File: src/rtl/core/lpa_pkg.sv
// shared types, constants and helpers for the looping playhead advance block
// no dependencies
`timescale 1ns / 1ps
`default_nettype none
package lpa_pkg;

    localparam int TIME_BITS_DEF = 64;
    localparam int DIV_W         = 96;
    localparam int STEP_W        = 7;
    localparam int CFG_IDX_W     = 3;

    localparam logic [CFG_IDX_W-1:0] CFG_PAUSED     = 3'd0;
    localparam logic [CFG_IDX_W-1:0] CFG_RATE_NUM   = 3'd1;
    localparam logic [CFG_IDX_W-1:0] CFG_RATE_DEN   = 3'd2;
    localparam logic [CFG_IDX_W-1:0] CFG_LOOP_EN    = 3'd3;
    localparam logic [CFG_IDX_W-1:0] CFG_LOOP_START = 3'd4;
    localparam logic [CFG_IDX_W-1:0] CFG_LOOP_END   = 3'd5;

    localparam logic [STEP_W-1:0] STEPS_SCALE = 7'd96;
    localparam logic [STEP_W-1:0] STEPS_WRAP  = 7'd66;

    typedef struct packed {
        logic        paused;
        logic [31:0] rate_num;
        logic [30:0] rate_den;
        logic        loop_en;
        logic [63:0] loop_start;
        logic [63:0] loop_end;
    } t_cfg;

    typedef struct packed {
        logic              start;
        logic [STEP_W-1:0] steps;
        logic [DIV_W-1:0]  dividend;
        logic [63:0]       divisor;
    } t_div_req;

    typedef struct packed {
        logic             done;
        logic [DIV_W-1:0] quot;
        logic [63:0]      rem;
    } t_div_rsp;

    // true when v is a signed value of tb bits
    function automatic logic fits(logic [63:0] v, int unsigned tb);
        logic [63:0] s;
        s = 64'($signed(v) >>> (tb - 1));
        return (s == 64'd0) || (s == {64{1'b1}});
    endfunction

endpackage
`default_nettype wire

File: src/rtl/core/lpa_cfg.sv
// configuration register file of the looping playhead advance block
// depends on lpa_pkg
`timescale 1ns / 1ps
`default_nettype none
module lpa_cfg (
    input  wire logic                          i_clk,
    input  wire logic                          i_rst_n,
    input  wire logic                          i_cfg_valid,
    input  wire logic [lpa_pkg::CFG_IDX_W-1:0] i_cfg_index,
    input  wire logic [63:0]                   i_cfg_data,
    output lpa_pkg::t_cfg                      o_cfg
);

    lpa_pkg::t_cfg r_cfg;

    always_ff @(posedge i_clk) begin
        if (!i_rst_n) begin
            r_cfg.paused     <= 1'b0;
            r_cfg.rate_num   <= 32'd1;
            r_cfg.rate_den   <= 31'd1;
            r_cfg.loop_en    <= 1'b0;
            r_cfg.loop_start <= 64'd0;
            r_cfg.loop_end   <= 64'd0;
        end else if (i_cfg_valid) begin
            unique case (i_cfg_index)
                lpa_pkg::CFG_PAUSED:     r_cfg.paused     <= i_cfg_data[0];
                lpa_pkg::CFG_RATE_NUM:   r_cfg.rate_num   <= i_cfg_data[31:0];
                lpa_pkg::CFG_RATE_DEN:   r_cfg.rate_den   <= i_cfg_data[30:0];
                lpa_pkg::CFG_LOOP_EN:    r_cfg.loop_en    <= i_cfg_data[0];
                lpa_pkg::CFG_LOOP_START: r_cfg.loop_start <= i_cfg_data;
                lpa_pkg::CFG_LOOP_END:   r_cfg.loop_end   <= i_cfg_data;
                default: ;
            endcase
        end
    end

    assign o_cfg = r_cfg;

endmodule
`default_nettype wire

File: config.mk
export PLATFORM = sky130hd
export DESIGN_NAME = lpa_cfg
export DESIGN_NICKNAME = d
export VERILOG_FILES = /design/src/rtl/core/lpa_pkg.sv /design/src/rtl/core/lpa_cfg.sv
export SDC_FILE = /design/constraint.sdc
export NUM_CORES = 1
export LEC_CHECK = 0
export BUFFER_PORTS_ARGS = -buffer_cell sky130_fd_sc_hd__buf_2
export CELL_PAD_IN_SITES_DETAIL_PLACEMENT = 1
export CELL_PAD_IN_SITES_GLOBAL_PLACEMENT = 2
export CORE_AREA = 2 2 132 230
export CTS_CLUSTER_DIAMETER = 40
export CTS_CLUSTER_SIZE = 10
export DETAILED_ROUTE_END_ITERATION = 8
export DIE_AREA = 0 0 134 232
export PLACE_DENSITY = 0.7
export SYNTH_ARGS = -nofsm -noshare
export SYNTH_HDL_FRONTEND = slang
export SYNTH_SLANG_ARGS = --single-unit
File: constraint.sdc
create_clock -name i_clk -period 2.6 [get_ports i_clk]
set_clock_uncertainty 0.1 [all_clocks]
set_input_delay 0.26 -clock i_clk [delete_from_list [all_inputs] [get_ports i_clk]]
set_output_delay 0.26 -clock i_clk [all_outputs]
set_load 0.01 [all_outputs]
Yosys cells after proc, flatten, opt, wreduce, memory -nomap -nowiden --
Index checks and enable logic that the tools add are counted.
Word-level totals: flip-flop bits (word level) 193, bits in latches 0, RAM bits 0, bits in read-only memories 0, output and inout bits 193, memories 0
Operators by class: add/sub/neg operators 0, multipliers 0, div/mod/pow operators 0, $lt $le $gt $ge 0, equality and inequality tests 5, shift operators 0, muxes and demuxes 0, bitwise logic cells 0, reductions and logical operators 7
Operators with widths (number):
- $reduce_and A2 Y1 | 6
- $eq A3 B2 Y1 const B | 2
- $eq A3 B3 Y1 const B | 2
- $eq A3 B1 Y1 const B | 1
- $logic_not A3 Y1 | 1

Depth between registers and ports, before layout --
depth after elaboration 2, gate-level depth with buffers 5, gate-level depth less buffers 2

Worst setup path after synthesis --
Ideal clock, no wire load.
kind input port to flip-flop, from input i_cfg_index[0] in the netlist's numbering, to register r_cfg (netlist bit o_cfg[67]), setup time 0.072 ns, arrival time 1.021 ns, required time 2.428 ns, path slack 1.407 ns, stages on the path 4, buffers on the path 2, path through and4bb_1 > buf_6 > buf_12 > mux2i_1
On the way: cells in the longest elaborated chain, start to end 2
RTL lines:
- start: declaration | RTL line lpa_cfg.sv:9 | input wire logic [lpa_pkg::CFG_IDX_W-1:0] i_cfg_index,
- $eq A3 B3 Y1 | RTL line lpa_cfg.sv:25 | unique case (i_cfg_index)
- $reduce_and A2 Y1 (no line)
- end: declaration | RTL line lpa_cfg.sv:14 | lpa_pkg::t_cfg r_cfg;
Every way passes these cells. A chain may end at the register's enable or synchronous reset.

Worst setup path after layout --
from register r_cfg (netlist bit o_cfg[133]), to output o_cfg[133] in the netlist's numbering
RTL lines:
- end: declaration | RTL line lpa_cfg.sv:11 | output lpa_pkg::t_cfg o_cfg
No word-level cell between the ends.

==> flow_metrics.env <==
export IMPL_status="finished, final reports clean"
export IMPL_cts_tree="built"
export IMPL_overflow=0
export IMPL_place_gp_congestion=0.742
export IMPL_finalHoldViolCount=0
export IMPL_total_wirelength_mm=23.2
export IMPL_power_switching_uw=1490
export IMPL_internal_power_uw=4580
export IMPL_cts_setup_buffers=0
export IMPL_largest_reg_flops=193
export IMPL_period_share_pct=51.5
export IMPL_drv_slew=0
export IMPL_final_net_count=1045
export IMPL_initial_antenna_violation_count=0
export IMPL_synth_cells=701
export IMPL_layout_cells_most_common="buf_2"
export IMPL_clock_fmax_ghz=0.747
export IMPL_ys_ff_latch=193
export IMPL_final_setup_tns_ps=0
export IMPL_setup_viol=0
export IMPL_mappedNetlistArea_mm2=0.00722
export IMPL_dieWidth_um=134
export IMPL_routed_wire_length_per_instance_um=16.9
export IMPL_finalInstanceArea_mm2=0.00970
export IMPL_fin_worst_hold_slack_ps=46.1
export IMPL_worstPathBufferInverterCount=1
export IMPL_fillers=3394
export IMPL_yosys_warning_total=0
export IMPL_grt_start_max_net_pins=68
export IMPL_drc_violation_count_after_routing=0
export IMPL_first_global_vias=6079
export IMPL_core_mm2=0.0292
export IMPL_cts_sink_count=193
export IMPL_power_density_mw_per_mm2=626
export IMPL_hpwl_mm=16.4
export IMPL_detailedRoute_firstPassIterationCount=4
export IMPL_worst_path_largest_cell_delay_ps=380
export IMPL_fin_crit_ps=1340
export IMPL_boundaryPins=263
export IMPL_first_iter_violations=211
export IMPL_worst_endpoint_required_ps=2240
export IMPL_std_cell_rows=83
export IMPL_global_route_usage_over_all_layers_pct=15.1
export IMPL_cp_endpoint_kind="output pin"
export IMPL_initial_utilization_pct=24.7
export IMPL_drive_above_1_share_pct=31.0
export IMPL_critical_path_slowest_cell="dfxtp_1"
export IMPL_yosys_cell_types_count=13
export IMPL_power_frac_seq_pct=50.3
export IMPL_final_cell_mix="buf_2, nand2_1, mux2i_1, dfxtp_1, dlygate4sd3_1"
export IMPL_storage_cell_area_mm2=0.00386
export IMPL_vias=5845
export IMPL_min_from="i_cfg_data[31]"
export IMPL_comb_power_share_pct=8.0
export IMPL_grt_pass1_wl_mm=35.0
export IMPL_fp_dieH_um=232
export IMPL_worst_hold_path_type="primary input to register"
export IMPL_timing_critical_path_from_type="register"
export IMPL_die_area_mm2=0.0311
export IMPL_io_buffer_count=262
export IMPL_drv_max_cap_violation_count=0
export IMPL_cp_data_arrival_time_ps=980
export IMPL_via_per_inst=4.26
export IMPL_syn_num_nets=771
export IMPL_synth_top_area_cell="dfxtp_1"
export IMPL_synthTopCellsByArea="dfxtp_1, mux2i_1, nand2_1"
export IMPL_area_delta_synth_final_pct=34.4
export IMPL_worstMarginPinSlew_ps=673
export IMPL_clk_pin_slew_ps=70
export IMPL_ant_nets=0
export IMPL_slew_headroom_pct=55.1
export IMPL_synth_yosys_seq_area_share_pct=53.5
export IMPL_combined_area_of_the_multi_input_logic_cells_mm2=0.00299
export IMPL_h_tree_depth=4
export IMPL_worst_skew_pair_later_pin_latency_ps=440
export IMPL_power_static_leakage_uw=0.00483
export IMPL_cts_root_buf="clkbuf_16"
export IMPL_critical_path_reg2reg_startpoint="o_cfg[133]"
export IMPL_ir_drop_uv=455
export IMPL_synth_area_per_cell_um2=10.3
export IMPL_crit_fanout=2
export IMPL_relative_contribution_of_the_clock_network_to_total_power_pct=41.7
export IMPL_setup_repair_after_global_routing_missed_its_margin="no"
export IMPL_cts_buffers=17
export IMPL_setup_worst_path_class="register to output pin"
export IMPL_swShare_pct=24.6
export IMPL_series_of_cell_instances_along_the_critical_path="buf_2"
export IMPL_placed_area_mm2=0.00881
export IMPL_worstSetupStartpoint="o_cfg[133]"
export IMPL_critical_path_top_delay_family="flip-flops"
export IMPL_synth_largest_type_area_fraction_pct=53.5
export IMPL_clock_tree_buffer_depth=2
==> worst paths after layout <==
kind / slack (ps) / cells after the start / end
max reg2reg: 1860 / 2 / o_cfg[133]
max: 1260 / 1 / o_cfg[133]
min: 50 / 3 / o_cfg[191]
min reg2reg: 350 / 2 / o_cfg[172]
==> logic make-up (layout without fill, tap and decap cells) <==
family / count (synthesis) / count (layout) / share of synthesized area, %
simple gates: 264 / 264 / 14.4
buf+inv: 51 / 338 / 5.31
flops: 193 / 193 / 53.5
mux: 193 / 193 / 26.8
other cells: 0 / 1 / 0
==> routing by layer <==
metal,GRT usage [%],routed length [µm],vias to the layer above
met5,0,0,-
met4,7.45,842,0
met3,3.51,856,34
met2,28.7,12900,162
met1,15.1,8580,2806
li1,-,-,2843
==> final cells by class <==
cell class / count / area share [%]
flip-flops and latches: 193 / 39.8
clock inverters: 12 / 1.12
well taps: 382 / 4.93
multi-input cells: 457 / 30.8
clock buffers: 20 / 4.61
diodes: 1 / 0.0258
repair buffers: 306 / 18.6
==> metrics by stage <==
step | util, % | setup slack (ps) | instances | power, µW
6_report | 33.2 | 1260 | 1371 | 6070
5_1_grt | 33.2 | 1220 | 1370 | 6370
4_1_cts | 33.2 | 1220 | 1369 | 6200
3_5_place_dp | 30.2 | 901 | 1305 | 3580
3_3_place_gp | 30.2 | 922 | 1305 | 3570
2_1_floorplan | - | 1410 | 701 | 3370
==> cell usage after synthesis <==
cell type	instances
and4bb_1	2
mux2i_1	193
buf_12	6
buf_4	12
nand2_1	255
nand4bb_1	1
clkbuf_1	14
dfxtp_1	193
buf_6	4
nand4b_1	2
nor2b_1	3
nor4b_1	1
buf_2	15
==> repair_timing <==
action / CTS / global route
endpoints found under the hold margin: 63 / 1
resized for setup: 0 / 0
hold buffers: 32 / 1
endpoints found under the setup margin: 0 / 0
==> power groups by stage <==
| stage | Sequential [µW] | Combinational, µW | Clock [µW] |
|---|---|---|---|
| after global placement | 3120 | 452 | 0 |
| after CTS | 3050 | 495 | 2650 |
| after floorplan | 3150 | 223 | 0 |
| after global routing | 3060 | 530 | 2780 |
| final | 3050 | 484 | 2530 |
| after detailed placement | 3120 | 456 | 0 |
(Power assumes the default switching activity.)
