==> src/rtl/core/lpa_pkg.sv <==
// shared types, constants and helpers for the looping playhead advance block
// no dependencies
`timescale 1ns / 1ps
`default_nettype none
package lpa_pkg;

    localparam int TIME_BITS_DEF = 64;
    localparam int DIV_W         = 96;
    localparam int STEP_W        = 7;
    localparam int CFG_IDX_W     = 3;

    localparam logic [CFG_IDX_W-1:0] CFG_PAUSED     = 3'd0;
    localparam logic [CFG_IDX_W-1:0] CFG_RATE_NUM   = 3'd1;
    localparam logic [CFG_IDX_W-1:0] CFG_RATE_DEN   = 3'd2;
    localparam logic [CFG_IDX_W-1:0] CFG_LOOP_EN    = 3'd3;
    localparam logic [CFG_IDX_W-1:0] CFG_LOOP_START = 3'd4;
    localparam logic [CFG_IDX_W-1:0] CFG_LOOP_END   = 3'd5;

    localparam logic [STEP_W-1:0] STEPS_SCALE = 7'd96;
    localparam logic [STEP_W-1:0] STEPS_WRAP  = 7'd66;

    typedef struct packed {
        logic        paused;
        logic [31:0] rate_num;
        logic [30:0] rate_den;
        logic        loop_en;
        logic [63:0] loop_start;
        logic [63:0] loop_end;
    } t_cfg;

    typedef struct packed {
        logic              start;
        logic [STEP_W-1:0] steps;
        logic [DIV_W-1:0]  dividend;
        logic [63:0]       divisor;
    } t_div_req;

    typedef struct packed {
        logic             done;
        logic [DIV_W-1:0] quot;
        logic [63:0]      rem;
    } t_div_rsp;

    // true when v is a signed value of tb bits
    function automatic logic fits(logic [63:0] v, int unsigned tb);
        logic [63:0] s;
        s = 64'($signed(v) >>> (tb - 1));
        return (s == 64'd0) || (s == {64{1'b1}});
    endfunction

endpackage
`default_nettype wire

==> src/rtl/core/lpa_div.sv <==
// shared restoring divider, one quotient bit per cycle
// depends on lpa_pkg
`timescale 1ns / 1ps
`default_nettype none
module lpa_div (
    input  wire logic              i_clk,
    input  wire logic              i_rst_n,
    input  wire lpa_pkg::t_div_req i_req,
    output lpa_pkg::t_div_rsp      o_rsp
);

    logic [lpa_pkg::DIV_W-1:0]  r_q;
    logic [63:0]                r_rem;
    logic [63:0]                r_d;
    logic [lpa_pkg::STEP_W-1:0] r_cnt;
    logic                       r_busy;
    logic                       r_done;
    logic [64:0]                sh;
    logic [64:0]                diff;
    logic                       ge;

    assign sh   = {r_rem, r_q[lpa_pkg::DIV_W-1]};
    assign diff = sh - {1'b0, r_d};
    assign ge   = (sh >= {1'b0, r_d});

    always_ff @(posedge i_clk) begin
        if (!i_rst_n) begin
            r_busy <= 1'b0;
            r_done <= 1'b0;
            r_cnt  <= '0;
        end else begin
            r_done <= 1'b0;
            if (i_req.start) begin
                r_busy <= 1'b1;
                r_cnt  <= i_req.steps;
            end else if (r_busy) begin
                r_cnt <= r_cnt - 1'b1;
                if (r_cnt == lpa_pkg::STEP_W'(1)) begin
                    r_busy <= 1'b0;
                    r_done <= 1'b1;
                end
            end
        end
    end

    always_ff @(posedge i_clk) begin
        if (i_req.start) begin
            r_q   <= i_req.dividend;
            r_rem <= 64'd0;
            r_d   <= i_req.divisor;
        end else if (r_busy) begin
            r_rem <= ge ? diff[63:0] : sh[63:0];
            r_q   <= {r_q[lpa_pkg::DIV_W-2:0], ge};
        end
    end

    assign o_rsp.done = r_done;
    assign o_rsp.quot = r_q;
    assign o_rsp.rem  = r_rem;

endmodule
`default_nettype wire

==> config.mk <==
export PLATFORM = sky130hd
export DESIGN_NAME = lpa_div
export DESIGN_NICKNAME = d
export VERILOG_FILES = /design/src/rtl/core/lpa_pkg.sv /design/src/rtl/core/lpa_div.sv
export SDC_FILE = /design/constraint.sdc
export NUM_CORES = 1
export LEC_CHECK = 0
export BUFFER_PORTS_ARGS = -buffer_cell sky130_fd_sc_hd__buf_2
export CORE_UTILIZATION = 55
export CTS_BUF_LIST = sky130_fd_sc_hd__clkbuf_4 sky130_fd_sc_hd__clkbuf_8 sky130_fd_sc_hd__clkbuf_16
export CTS_CLUSTER_SIZE = 10
export DETAILED_ROUTE_END_ITERATION = 8
export PLACE_DENSITY_LB_ADDON = 0.05
export SYNTH_ARGS = -nofsm -noshare
export SYNTH_HDL_FRONTEND = slang
export SYNTH_SLANG_ARGS = --single-unit
==> constraint.sdc <==
create_clock -name i_clk -period 4.3 [get_ports i_clk]
set_clock_uncertainty 0.05 [all_clocks]
set_input_delay 0.43 -clock i_clk [delete_from_list [all_inputs] [get_ports i_clk]]
set_output_delay 0.43 -clock i_clk [all_outputs]
set_load 0.02 [all_outputs]
; ---- Word-level counts from Yosys, hierarchy flattened
; Cells that the tools add are included.
[totals]
ff_bits = 233
latch_bits = 0
ramBits = 0
mem_bits_ro = 0
inputBits = 170
output_inout_bits = 161
elab_cells = 23
n_memories = 0
[op_classes]
n_addsub = 2
multipliers = 0
n_div = 0
magnitude_cmp = 1
eq_ne = 1
shifts = 0
n_mux = 9
bitwise_logic = 2
n_reduce_logical = 2
[ops]
columns = cell, count
row1 = $mux W96, 2
row2 = $ge A65 B64 Y1, 1
row3 = $mux W64, 1
row4 = $sub A64 B64 Y64, 1
row5 = $mux W7, 2
row6 = $eq A7 B1 Y1 const B, 1
row7 = $sub A7 B1 Y7 const B, 1
row8 = $mux W1, 4
row9 = $reduce_or A3 Y1, 1
row10 = $not A1 Y1, 2
row11 = $reduce_bool A2 Y1, 1

; ---- Longest topological paths before layout
[depth]
depth_word = 4
mapped_depth = 14
ltp_nobuf = 12

; ---- Worst setup path before layout
; Ideal clock, no wire load.
[synth_path]
path_type = input to register
from = input i_req[167] (netlist name)
to = register r_q[0] (netlist name) (enable)
setup_time_ns = 0.449
arrival_time_ns = 2.956
required_time_ns = 3.801
path_slack_ns = 0.845
path_stages = 4
path_buffers = 2
path_cell_list = clkbuf_1 > clkbuf_1 > nor2_1 > inv_1
[synth_via]
elab_chain_len = 1
[synth_lines]
columns = item, line
row1 = from (decl), lpa_div.sv:8  ; input wire lpa_pkg::t_div_req i_req,
row2 = $reduce_bool A2 Y1 (no source line), n/a
row3 = to (signal assigned), lpa_div.sv:48  ; r_q <= i_req.dividend;
row4 = to (signal assigned), lpa_div.sv:53  ; r_q <= {r_q[lpa_pkg::DIV_W-2:0], ge};
row5 = to (decl), lpa_div.sv:12  ; logic [lpa_pkg::DIV_W-1:0] r_q;
; No other way between the ends.
; A chain may end at the register's enable or synchronous reset.

; ---- Worst setup path in the final report
[layout_path]
from = register r_q[95] (netlist name)
to = register r_rem[56]
[layout_via]
elab_chain_len = 2
elab_cells_between_ends = 3
cone_classes = add/sub: 1 / order compare: 1 / mux: 1
[layout_lines]
columns = item, line
row1 = $sub A64 B64 Y64 or $ge A65 B64 Y1 (tied branches), "lpa_div.sv:23, lpa_div.sv:24"
row2 = $mux W64 *, lpa_div.sv:52  ; r_rem <= ge ? diff[63:0] : sh[63:0];
row3 = to (signal assigned), lpa_div.sv:52
row4 = to (decl), lpa_div.sv:13  ; logic [63:0] r_rem;
; Every way passes the cells marked *; elsewhere a longest branch is shown, timed or not.

==> flow_summary.toml <==
[yosys]
synth_area_leaders = "edfxtp_1, dfxtp_1, mux2_2, ha_1, nand2_1"
ys_types = 82
syn_avg_cell_area_um2 = 10.10
synth_top_area_cell = "edfxtp_1"
synth_edf_count = 160
synth-seq-area-share_pct = 45.91
synth_area_um2 = 13650
yosysTopAreaCellShare_pct = 35.20
syn-num-nets = 1588
synth_ff_type = "edfxtp_1"
ys_ff_latch = 233
netlist_instances = 1351
yosysWarnings = 0
async_reset_ff_share_pct = 0

[critical_path]
reg2reg_from = "r_q[95]"
cp-start-kind = "flop"
critPathKind = "flop to flop"
cp-end-kind = "flop"
path_max_fanout = 4
r2r-end = "r_rem[56]"
cp_num_buf_inv = 2
reg2reg_slack_ns = 0.34
critPathTopFamily = "compound AO/OA/AOI/OAI gates"
critical-path-max-stage-delay_ns = 0.71
worstPathCellList = "inv_1 -> ha_1 -> fa_1 -> nand2b_1 -> a211oi_1 -> o31ai_1 -> o31ai_2 -> buf_4 -> a41oi_1 -> o31ai_1 -> nand2_1 -> a211oi_1 -> o221ai_1"
crit_required_ns = 4.64
cp_slowest_cell = "o31ai_1"
crit_arrival_ns = 4.30
worst_r2r_path_depth = 13

[place]
numPortBuffers = 330
placed_area_um2 = 15490
dp_hpwl_um = 27750
place_congestion = 0.9201

[hold_path]
min_path_cells = 1
min_path_type = "input port to flop"
min_from = "i_req[9]"
hold_path_end = "r_d[9]"

[timing]
report.final.hold_viol_count = 0
rsz0062_at_grt = "false"
slew_violations = 0
hold_ws_ns = 0.01291
setup_viol = 0
fin_crit_sh_pct = 92.20
max_freq_mhz = 252.2
worst_pin_slew_ns = 0.9343
setup_tns_ns = 0
slew_headroom_pct = 37.71
min_period_ns = 3.964

[die]
rows = 57
fp.dieH_um = 159.5
boundaryPins = 331
start_util_pct = 56.12
die_w_um = 159.5
die_area_um2 = 25450
core_um2 = 24320

[route]
ant_nets = 0
vias = 11680
dr.pass1.iters = 5
drt_iter0_drc = 818
drc = 0
routedWlPerCell_um = 18.86
avgViaCountPerCell = 5.797
totalWireLength_um = 37990

[cells_and_area]
final_cell_mix = "buf_2, nand2_1, edfxtp_1, nor2_1, mux2_2"
final_common_cell = "buf_2"
nets = 1903
utilization_pct = 68.48
area_delta_synth_final_pct = 22.02
fin_area_um2 = 16650
fill_cells = 1952
drive_above_1_share_pct = 30.69

[grt]
grt_max_degree = 155
grt_pass1_wl_um = 59770
antenna_found_initial = 4
grtUsageTotal_pct = 29.26
grt_pass1_vias = 11400
grt_overflow = 0

[clock_tree]
tritoncts = "done"
cts_buffers = 28
cts.htree.levels = 1
clk_pin_slew_ns = 0.06
clock_latency_ns = 0.55
cts.sinks = 233
clockBufferDepth = 3
cts-root-buf = "clkbuf_16"
cts.repair.resized = 0

[pwr]
ir_worst_vdd_mv = 0.3219
total_power_mw = 6.675
leakagePower_nw = 7.331
p_per_area_nw_per_um2 = 400.8

[run]
maxCapViolCount = 0

[status]
status = "completed"
[worst reg2reg max path: cells and delay by family, from the launching register on]
| kind | cells | cell delay, ns |
|---|---|---|
| simple gates | 2 | 0.41 |
| fa+ha+maj | 2 | 0.64 |
| compound gates | 7 | 2.14 |
| buf+inv | 2 | 0.23 |
| flops | 1 | 0.35 |
[worst max-delay path by stage]
stage                          start        end  depth (start not counted)
after floorplan           i_req[167]     r_q[0]                          4
after global placement       r_q[95]  r_rem[56]                         13
after detailed placement     r_q[95]  r_rem[56]                         13
after CTS                    r_q[95]  r_rem[56]                         13
after global routing         r_q[95]  r_rem[56]                         13
final                        r_q[95]  r_rem[56]                         13
[final cells by class]
class	count	area (µm²)	area share [%]
flip-flops and latches	233	6270	37.65
inverters	89	335.3	2.013
well taps	324	405.4	2.434
diodes	2	5.005	0.03005
clock buffers	50	900.9	5.409
repair buffers	367	2031	12.19
multi-input cells	947	6673	40.06
clock inverters	2	35.03	0.2104
[flip-flops by register name, summed over array words and instances (netlist names)]
name    flops
r_q        96
r_d        64
r_rem      64
r_cnt       7
r_busy      1
r_done      1
[power breakdown]
| part | leakage [nW] | internal, mW | switching (mW) |
|---|---|---|---|
| clock network | 0.480 | 1.47 | 0.903 |
| registers | 2.19 | 2.63 | 0.132 |
| logic | 4.66 | 0.609 | 0.934 |
| total | 7.33 | 4.71 | 1.97 |
[what timing repair did]
action,4_1_cts,5_1_grt
setup buffers,0,0
hold endpoints to repair,22,0
hold buffers,22,0
[logic make-up (layout without fill, tap and decap cells)]
group                      count (synthesis)  after routing  synth area share [%]
AOI/OAI and AO/OA                        327            327                 17.07
muxes                                    106            106                 8.672
DFF                                      233            233                 45.91
adders and majority gates                 67             67                 6.197
and+or+nand+nor                          390            390                 13.24
xor gates and xnor gates                  57             57                 3.657
other                                      0              2                     0
buffers and inverters                    171            508                 5.262
[metrics by stage]
| step | std cells | worst slack [ns] |
|---|---|---|
| final | 2014 | 0.3355 |
| after global routing | 2012 | 0.1374 |
| after CTS | 2012 | 0.4492 |
| after detailed placement | 1938 | 0.4762 |
| after global placement | 1938 | 0.4734 |
| after floorplan | 1351 | 0.8451 |
[layer usage]
metal,up-vias,wire (µm),global-route usage (%)
met5,-,41,0
met4,6,1232,10.27
met3,90,2689,6.616
met2,421,18450,50.66
met1,5519,15580,35.74
li1,5639,-,-
[synthesized netlist by cell type, types with 35 or more instances]
master,instances
dfxtp_1,73
xnor2_1,35
nand2_1,163
inv_1,85
nor2_1,99
clkbuf_1,50
a21oi_1,78
mux2_2,98
a311oi_1,47
o21ai_0,41
edfxtp_1,160
a21o_1,42
ha_1,66
No activity file was read; power rests on OpenSTA's default activity.
